<file path="src/sv/ssp_pkg.sv">
`timescale 1ns / 1ps
// ----------------------------------------------------------------------------
// ssp_pkg: shared types, constants and helpers of the size string parser
// Holds the character codes, the parse phase and status encodings and the
// byte classification and suffix decode functions.
// ----------------------------------------------------------------------------
package ssp_pkg;

   // Width of the accumulated value (16 to 64) and of the result port.
   localparam int VALUE_WIDTH = 64;
   localparam int SIZE_WIDTH  = 64;
   localparam int SHIFT_WIDTH = 6;    // holds 10 * 6 = 60

   localparam logic [VALUE_WIDTH-1:0] VALUE_MAX = {VALUE_WIDTH{1'b1}};

   localparam logic [7:0] CH_NUL   = 8'h00;
   localparam logic [7:0] CH_TAB   = 8'h09;
   localparam logic [7:0] CH_CR    = 8'h0d;
   localparam logic [7:0] CH_SPACE = 8'h20;
   localparam logic [7:0] CH_PLUS  = 8'h2b;
   localparam logic [7:0] CH_MINUS = 8'h2d;
   localparam logic [7:0] CH_ZERO  = 8'h30;
   localparam logic [7:0] CH_NINE  = 8'h39;
   localparam logic [7:0] CH_UP_A  = 8'h41;
   localparam logic [7:0] CH_UP_Z  = 8'h5a;
   localparam logic [7:0] CH_CASE  = 8'h20;
   localparam logic [7:0] CH_B     = 8'h62;
   localparam logic [7:0] CH_K     = 8'h6b;
   localparam logic [7:0] CH_M     = 8'h6d;
   localparam logic [7:0] CH_G     = 8'h67;
   localparam logic [7:0] CH_T     = 8'h74;
   localparam logic [7:0] CH_P     = 8'h70;
   localparam logic [7:0] CH_E     = 8'h65;

   typedef enum logic [1:0] {
      PH_SPACE,
      PH_SIGN,
      PH_DIGITS,
      PH_TRAIL
   } phase_type;

   typedef enum logic [2:0] {
      ST_OK,
      ST_NEGATIVE,
      ST_NO_DIGITS,
      ST_SUFFIX_MISPLACED,
      ST_TOO_LARGE,
      ST_UNKNOWN_SUFFIX
   } status_type;

   // Parse state seen by the result logic.
   typedef struct packed {
      logic [VALUE_WIDTH-1:0] acc;
      logic                   overflow_seen;
      logic                   minus_seen;
      logic                   digit_seen;
      logic [7:0]             suffix_char;
      logic [1:0]             trailing_count;
   } scan_state_type;

   typedef struct packed {
      logic                   known;
      logic [SHIFT_WIDTH-1:0] shift;
   } suffix_type;

   function automatic logic is_space(input logic [7:0] c);
      return (c == CH_SPACE) || ((c >= CH_TAB) && (c <= CH_CR));
   endfunction

   function automatic logic is_digit(input logic [7:0] c);
      return (c >= CH_ZERO) && (c <= CH_NINE);
   endfunction

   // Decode a suffix letter into its left shift (10 bits per step of 1024).
   function automatic suffix_type suffix_decode(input logic [7:0] c);
      logic [7:0] lc;
      suffix_type s;
      lc = ((c >= CH_UP_A) && (c <= CH_UP_Z)) ? (c | CH_CASE) : c;
      s.known = 1'b1;
      case (lc)
         CH_B:    s.shift = SHIFT_WIDTH'(0);
         CH_K:    s.shift = SHIFT_WIDTH'(10);
         CH_M:    s.shift = SHIFT_WIDTH'(20);
         CH_G:    s.shift = SHIFT_WIDTH'(30);
         CH_T:    s.shift = SHIFT_WIDTH'(40);
         CH_P:    s.shift = SHIFT_WIDTH'(50);
         CH_E:    s.shift = SHIFT_WIDTH'(60);
         default: begin
            s.known = 1'b0;
            s.shift = SHIFT_WIDTH'(0);
         end
      endcase
      return s;
   endfunction

endpackage

</file>
<file path="src/sv/size_string_parser.sv">
`timescale 1ns / 1ps
// ----------------------------------------------------------------------------
// size_string_parser: ASCII decimal size string to binary value
// Top level: input byte register, parse state, result register.
// ----------------------------------------------------------------------------
// Feed a size string one byte per transaction, ending with a NUL byte. Leading
// whitespace (space, tab through carriage return) is skipped, one plus sign is
// allowed, decimal digits are accumulated with saturation, and at most one
// suffix letter may follow (b, k, m, g, t, p, e in either case, each step a
// factor of 1024). Only the NUL byte produces a response transaction: the
// scaled value and a status (0 ok, 1 negative, 2 no digits, 3 suffix
// misplaced, 4 too large, 5 unknown suffix); the value is 0 unless the status
// is ok. The parser then clears itself for the next string. Each byte is held in
// the input register and consumed by the parse logic from there, so a new byte
// is accepted every cycle, except while a held NUL waits because the result
// register still holds an untaken response.
// ----------------------------------------------------------------------------
module size_string_parser import ssp_pkg::*; (
   input  logic                  clock,
   input  logic                  reset,
   input  logic                  req_valid,
   output logic                  req_ready,
   input  logic [7:0]            req_char_byte,
   output logic                  rsp_valid,
   input  logic                  rsp_ready,
   output logic [SIZE_WIDTH-1:0] rsp_size_value,
   output logic [2:0]            rsp_status
);

   logic                   in_valid_ff, in_valid_in;
   logic [7:0]             in_byte_ff, in_byte_in;
   logic                   rsp_valid_ff, rsp_valid_in;
   logic [SIZE_WIDTH-1:0]  rsp_value_ff, rsp_value_in;
   status_type             rsp_status_ff, rsp_status_in;

   logic                   is_nul;
   logic                   out_free;
   logic                   take;
   scan_state_type         state;
   logic [VALUE_WIDTH-1:0] fin_value;
   status_type             fin_status;

   // Consume the held byte unless it is a NUL with the result slot still full.
   assign is_nul    = (in_byte_ff == CH_NUL);
   assign out_free  = !rsp_valid_ff || rsp_ready;
   assign take      = in_valid_ff && (!is_nul || out_free);
   assign req_ready = !in_valid_ff || take;

   ssp_scan u_scan (
      .clock     (clock),
      .reset     (reset),
      .take      (take),
      .char_byte (in_byte_ff),
      .state     (state)
   );

   ssp_finish u_finish (
      .state  (state),
      .value  (fin_value),
      .status (fin_status)
   );

   // Input register: load on accept, drop once consumed.
   always_comb begin
      in_valid_in = in_valid_ff;
      in_byte_in  = in_byte_ff;
      if (req_valid && req_ready) begin
         in_valid_in = 1'b1;
         in_byte_in  = req_char_byte;
      end else if (take) begin
         in_valid_in = 1'b0;
      end
   end

   // Result register: load at the terminator, hold until taken.
   always_comb begin
      rsp_valid_in  = rsp_valid_ff;
      rsp_value_in  = rsp_value_ff;
      rsp_status_in = rsp_status_ff;
      if (take && is_nul) begin
         rsp_valid_in  = 1'b1;
         rsp_value_in  = SIZE_WIDTH'(fin_value);
         rsp_status_in = fin_status;
      end else if (rsp_ready) begin
         rsp_valid_in = 1'b0;
      end
   end

   always_ff @(posedge clock) begin
      if (reset) begin
         in_valid_ff  <= 1'b0;
         rsp_valid_ff <= 1'b0;
      end else begin
         in_valid_ff  <= in_valid_in;
         rsp_valid_ff <= rsp_valid_in;
      end
   end

   always_ff @(posedge clock) begin
      in_byte_ff    <= in_byte_in;
      rsp_value_ff  <= rsp_value_in;
      rsp_status_ff <= rsp_status_in;
   end

   assign rsp_valid      = rsp_valid_ff;
   assign rsp_size_value = rsp_value_ff;
   assign rsp_status     = rsp_status_ff;

endmodule

</file>
<file path="src/sv/ssp_scan.sv">
`timescale 1ns / 1ps
// ----------------------------------------------------------------------------
// ssp_scan: per-byte parse state
// Tracks the parse phase, accumulates decimal digits with saturation and
// records the sign and trailing bytes. Clears itself when the NUL is taken.
// ----------------------------------------------------------------------------
module ssp_scan import ssp_pkg::*; (
   input  logic           clock,
   input  logic           reset,
   input  logic           take,        // a byte is consumed this cycle
   input  logic [7:0]     char_byte,
   output scan_state_type state
);

   phase_type      phase_ff, phase_in;
   scan_state_type st_ff, st_in;

   logic                   digit;
   logic                   space;
   logic                   add_digit;
   logic [VALUE_WIDTH+3:0] acc_ext;
   logic [VALUE_WIDTH+3:0] acc_next;
   logic                   acc_over;

   assign digit = is_digit(char_byte);
   assign space = is_space(char_byte);

   // acc * 10 + d; it overflows exactly when the top four bits are nonzero.
   assign acc_ext  = (VALUE_WIDTH+4)'(st_ff.acc);
   assign acc_next = (acc_ext << 3) + (acc_ext << 1) + (VALUE_WIDTH+4)'(char_byte[3:0]);
   assign acc_over = |acc_next[VALUE_WIDTH+3:VALUE_WIDTH];

   // Next phase.
   always_comb begin
      phase_in = phase_ff;
      if (take) begin
         if (char_byte == CH_NUL) begin
            phase_in = PH_SPACE;
         end else begin
            unique case (phase_ff)
               PH_SPACE: begin
                  if (space) begin
                     phase_in = PH_SPACE;
                  end else if ((char_byte == CH_PLUS) || (char_byte == CH_MINUS)) begin
                     phase_in = PH_SIGN;
                  end else if (digit) begin
                     phase_in = PH_DIGITS;
                  end else begin
                     phase_in = PH_TRAIL;
                  end
               end
               PH_SIGN:   phase_in = digit ? PH_DIGITS : PH_TRAIL;
               PH_DIGITS: phase_in = digit ? PH_DIGITS : PH_TRAIL;
               PH_TRAIL:  phase_in = PH_TRAIL;
               default:   phase_in = PH_SPACE;
            endcase
         end
      end
   end

   assign add_digit = digit && ((phase_ff == PH_SPACE) || (phase_ff == PH_SIGN) ||
                                (phase_ff == PH_DIGITS));

   // Datapath of the parse state.
   always_comb begin
      st_in = st_ff;
      if (take) begin
         if (char_byte == CH_NUL) begin
            st_in = '0;
         end else begin
            if (char_byte == CH_MINUS) begin
               st_in.minus_seen = 1'b1;
            end
            if (add_digit) begin
               st_in.digit_seen = 1'b1;
               if (!st_ff.overflow_seen) begin
                  if (acc_over) begin
                     st_in.acc           = VALUE_MAX;
                     st_in.overflow_seen = 1'b1;
                  end else begin
                     st_in.acc = acc_next[VALUE_WIDTH-1:0];
                  end
               end
            end else if ((phase_ff == PH_DIGITS) && !digit) begin
               st_in.suffix_char    = char_byte;
               st_in.trailing_count = 2'd1;
            end else if ((phase_ff == PH_TRAIL) && (st_ff.trailing_count != 2'd2)) begin
               st_in.trailing_count = st_ff.trailing_count + 2'd1;
            end
         end
      end
   end

   always_ff @(posedge clock) begin
      if (reset) begin
         phase_ff <= PH_SPACE;
         st_ff    <= '0;
      end else begin
         phase_ff <= phase_in;
         st_ff    <= st_in;
      end
   end

   assign state = st_ff;

endmodule

</file>
<file path="src/sv/ssp_finish.sv">
`timescale 1ns / 1ps
// ----------------------------------------------------------------------------
// ssp_finish: result evaluation at the terminator
// Runs the status checks in priority order and scales the value by the
// suffix, flagging a scaled value that no longer fits.
// ----------------------------------------------------------------------------
module ssp_finish import ssp_pkg::*; (
   input  scan_state_type         state,
   output logic [VALUE_WIDTH-1:0] value,
   output status_type             status
);

   suffix_type             sfx;
   logic [SHIFT_WIDTH-1:0] shift;
   logic [VALUE_WIDTH-1:0] hi_mask;
   logic                   scale_over;

   assign sfx   = suffix_decode(state.suffix_char);
   assign shift = (state.trailing_count == 2'd1) ? sfx.shift : SHIFT_WIDTH'(0);

   // Bits that would be pushed out by the shift; any set one is too large.
   assign hi_mask    = ~(VALUE_MAX >> shift);
   assign scale_over = |(state.acc & hi_mask);

   always_comb begin
      value  = '0;
      status = ST_OK;
      if (state.minus_seen) begin
         status = ST_NEGATIVE;
      end else if (!state.digit_seen) begin
         status = ST_NO_DIGITS;
      end else if (state.trailing_count[1]) begin
         status = ST_SUFFIX_MISPLACED;
      end else if (state.overflow_seen) begin
         status = ST_TOO_LARGE;
      end else if ((state.trailing_count == 2'd1) && !sfx.known) begin
         status = ST_UNKNOWN_SUFFIX;
      end else if (scale_over) begin
         status = ST_TOO_LARGE;
      end else begin
         value = state.acc << shift;
      end
   end

endmodule
</file>
<file path="config.mk">
export PLATFORM = sky130hd
export DESIGN_NAME = size_string_parser
export DESIGN_NICKNAME = d
export VERILOG_FILES = /design/src/sv/ssp_pkg.sv /design/src/sv/size_string_parser.sv /design/src/sv/ssp_scan.sv /design/src/sv/ssp_finish.sv
export SDC_FILE = /design/constraint.sdc
export NUM_CORES = 1
export LEC_CHECK = 0
export ABC_AREA = 1
export BUFFER_PORTS_ARGS = -buffer_cell sky130_fd_sc_hd__clkbuf_2
export CORE_AREA = 4 4 161 163
export DETAILED_ROUTE_END_ITERATION = 8
export DIE_AREA = 0 0 165 167
export MAX_ROUTING_LAYER = met4
export PLACE_DENSITY_LB_ADDON = 0.05
export SYNTH_ARGS = -nofsm -noshare
export SYNTH_HDL_FRONTEND = slang
export SYNTH_SLANG_ARGS = --single-unit
</file>
<file path="constraint.sdc">
create_clock -name clock -period 4.85 [get_ports clock]
set_input_delay 0.485 -clock clock [delete_from_list [all_inputs] [get_ports clock]]
set_output_delay 0.485 -clock clock [all_outputs]
set_load 0.05 [all_outputs]
</file>
==> flow_metrics.env <==
export IMPL_worstPathArrival_ns=4.20
export IMPL_via_count=17000
export IMPL_cts_tree="done"
export IMPL_grt_pass1_vias=15700
export IMPL_grt_pass1_wl_um=80700
export IMPL_path_cells="ha_1 -> ha_1 -> nand2_1 -> nor2_1 -> inv_1 -> nor2_1 -> inv_1 -> o21ai_0 -> nand2b_1 -> nand3_1 -> nand2_1 -> nand2_1 -> nand2_1 -> inv_1 -> nor2_4 -> buf_12 -> nand3_1 -> nand2_1 -> a21oi_1"
export IMPL_power_density_mw_per_mm2=168
export IMPL_setup_viol_count_final=0
export IMPL_insertion_delay_ns=0.44
export IMPL_antenna_found_initial=0
export IMPL_cts_resized=0
export IMPL_track_usage_pct=37.5
export IMPL_die_area_mm2=0.0276
export IMPL_cp_common_cell="nand2_1"
export IMPL_skew_ns=0.0195
export IMPL_nFillCells=2240
export IMPL_yosysTopAreaCell="nand2_1"
export IMPL_max_freq_mhz=255
export IMPL_slew_limit_headroom_pct=34.0
export IMPL_die_w_um=165
export IMPL_drtPass1Iterations=6
export IMPL_synthArstFlopShare_pct=0
export IMPL_tightestPinTransition_ns=0.990
export IMPL_final_nets=2617
export IMPL_clock_sinks=156
export IMPL_io_pins=81
export IMPL_rsz0062_at_grt="false"
export IMPL_drc_errors=0
export IMPL_crit_slowest_cell="dfxtp_1"
export IMPL_hold_slack_ns=0.220
export IMPL_diodes=0
export IMPL_start_util_pct=63.7
export IMPL_die_h_um=167
export IMPL_min_period_ns=3.92
export IMPL_synth_distinct_cells=45
export IMPL_critPathCaptureType="flip-flop"
export IMPL_synth_main_ff_cell="dfxtp_1"
export IMPL_finalHoldViolCount=0
export IMPL_post_cts_buffers=0
export IMPL_h_tree_depth=4
export IMPL_dpl_hpwl_um=40500
export IMPL_area_delta_synth_final_pct=6.97
export IMPL_path_class="flip-flop to flip-flop"
export IMPL_status="completed"
export IMPL_io_buffers=80
export IMPL_cp_max_fo=65
export IMPL_maxSlewViolCount=0
export IMPL_synth_top_cell_area_share_pct=17.1
export IMPL_synth_seq_cells=156
export IMPL_synth_net_count=2595
export IMPL_synth_yosys_seq_area_share_pct=25.0
export IMPL_multi_input_area_mm2=0.0103
export IMPL_path_clk_slew_ns=0.07
export IMPL_synth_edf_count=75
export IMPL_ant_nets=0
export IMPL_clk_path_buf_depth=2
export IMPL_avgSynthCellArea_um2=6.33
export IMPL_critPathLaunchType="flip-flop"
export IMPL_dr_wl_met3_um=5020
export IMPL_ff_latch_area_mm2=0.00387
export IMPL_drv_cap=0
export IMPL_peakVddDrop_mv=0.192
export IMPL_drt_iter0_drc=1712
export IMPL_place_area_mm2=0.0160
export IMPL_cts_root_buf="clkbuf_16"
export IMPL_wirelength_um=51700
export IMPL_vias_per_cell=6.07
export IMPL_numCtsBuffers=17
export IMPL_syn_inst=2448
export IMPL_synthTopCellsByArea="nand2_1 17%, edfxtp_1 15%, ha_1 11%"
export IMPL_power_leakage_uw=0.00764
export IMPL_tns_ns=0
export IMPL_num_rows=57
export IMPL_post_route_period_util_pct=80.9
export IMPL_drive_above_1_share_pct=7.65
export IMPL_hp_class="primary input to flip-flop"
export IMPL_cp_slowest_stage_delay_ns=0.50
export IMPL_netlist_area_mm2=0.0155
export IMPL_synth_yosys_warnings=0
export IMPL_highest_layer="met4"
export IMPL_grt_max_degree=108
export IMPL_core_area_mm2=0.0243
export IMPL_finalPower_uw=2790
export IMPL_wl_met2_um=23200
export IMPL_gp_congestion=1.03
export IMPL_hold_buffers=0
export IMPL_worstPathRequired_ns=5.13
export IMPL_wl_per_cell_um=18.4
export IMPL_gr_total_overflow=0
export IMPL_wl_met1_um=20500
export IMPL_postLayoutCellArea_mm2=0.0166
final timing paths:
| kind | startpoint | endpoint | slack (ns) | cells after the start |
|---|---|---|---|---|
| worst max-delay path | u_scan.state[42] | u_scan.state[46] | 0.93 | 19 |
| worst min-delay path | req_char_byte[7] | in_byte_ff[7] | 0.22 | 1 |
| worst max register to register | u_scan.state[42] | u_scan.state[46] | 0.93 | 19 |
| worst min register to register | u_scan.state[8] | u_scan.state[8] | 0.47 | 2 |
synthesized netlist by cell type (8+ instances only):
| cell type | instances |
|---|---|
| a211oi_1 | 10 |
| a21oi_1 | 204 |
| xnor2_1 | 45 |
| clkbuf_1 | 35 |
| nor2_1 | 251 |
| buf_2 | 34 |
| nand4_1 | 23 |
| nand2_2 | 8 |
| buf_1 | 10 |
| o21ai_1 | 8 |
| nor4_1 | 10 |
| edfxtp_1 | 75 |
| o21bai_1 | 8 |
| ha_1 | 133 |
| a21o_1 | 10 |
| buf_6 | 9 |
| o21ai_0 | 133 |
| nand3_1 | 316 |
| nand2_1 | 706 |
| inv_1 | 221 |
| nor3_1 | 12 |
| o211ai_1 | 13 |
| xor2_1 | 8 |
| nor2_2 | 24 |
| dfxtp_1 | 81 |
registers in the layout, indices dropped and copies added (netlist names):
register,count
rsp_size_value,64
rsp_valid,1
in_byte_ff,8
u_scan.phase_ff,2
rsp_status,3
in_valid_ff,1
u_scan.state,77
layout make-up:
| class | count | area share (%) |
|---|---|---|
| Clock inverter | 13 | 0.747 |
| Clock buffer | 19 | 2.68 |
| Sequential cell | 156 | 23.4 |
| Inverter | 226 | 5.12 |
| Tap cell | 324 | 2.45 |
| Timing Repair Buffer | 97 | 3.34 |
| Multi-Input combinational cell | 1972 | 62.3 |
stage by stage:
step | setup slack (ns) | instances | utilization, %
finish | 0.927 | 2807 | 68.2
global route | 0.749 | 2807 | 68.2
detailed placement | 1.13 | 2775 | 65.8
global placement | 1.23 | 2775 | 65.8
CTS | 1.13 | 2807 | 68.2
floorplan | 1.48 | 2448 | -
worst max-delay path: cells and delay by family, from the launching register on:
family,cells,cell delay (ns)
flops,1,0.50
buf+inv,4,0.49
simple gates,11,1.57
compound gates,2,0.44
fa+ha+maj,2,0.72
cell usage in the layout, fill, tap and decap left out, types with 5 or more instances in the layout:
master and instances:
nand2_1 706, nand3_1 316, nor2_1 247, inv_1 220
a21oi_1 203, o21ai_0 133, ha_1 133, clkbuf_2 81
dfxtp_1 81, edfxtp_1 75, xnor2_1 45, nand4_1 23
nor2_2 23, clkbuf_16 17, buf_4 15, o211ai_1 13
nor3_1 12, nor4_1 10, a211oi_1 10, a21o_1 10
o21ai_1 8, nand2_2 8, o21bai_1 8, xor2_1 8
nor2_4 7, a21boi_0 6, inv_2 5, nand2_4 5
nand3b_1 5, o21a_1 5, o41ai_1 5, inv_6 5
cell families (layout without fill, tap and decap cells):
| family | count (synthesis) | after routing | share of synthesized area (%) |
|---|---|---|---|
| simple gates | 1375 | 1375 | 38.1 |
| compound gates | 409 | 409 | 14.3 |
| buf+inv | 320 | 355 | 8.61 |
| flops | 156 | 156 | 25.0 |
| fa+ha+maj | 135 | 135 | 11.0 |
| xor+xnor | 53 | 53 | 3.00 |
layer usage:
| layer | global-route usage [%] | vias to the layer above |
|---|---|---|
| met5 | - | - |
| met4 | 18.5 | 0 |
| met3 | 5.02 | 179 |
| met2 | 58.3 | 949 |
| met1 | 47.9 | 7693 |
| li1 | - | 8215 |
where the power goes:
part	internal, uW	leakage (uW)	total [uW]	switching, uW
clock	695	0.000281	1330	630
combinational	21.1	0.00616	75.3	54.2
sequential	1380	0.00120	1390	11.0
total	2100	0.00764	2790	695
No activity file was read; power rests on OpenSTA's default activity.
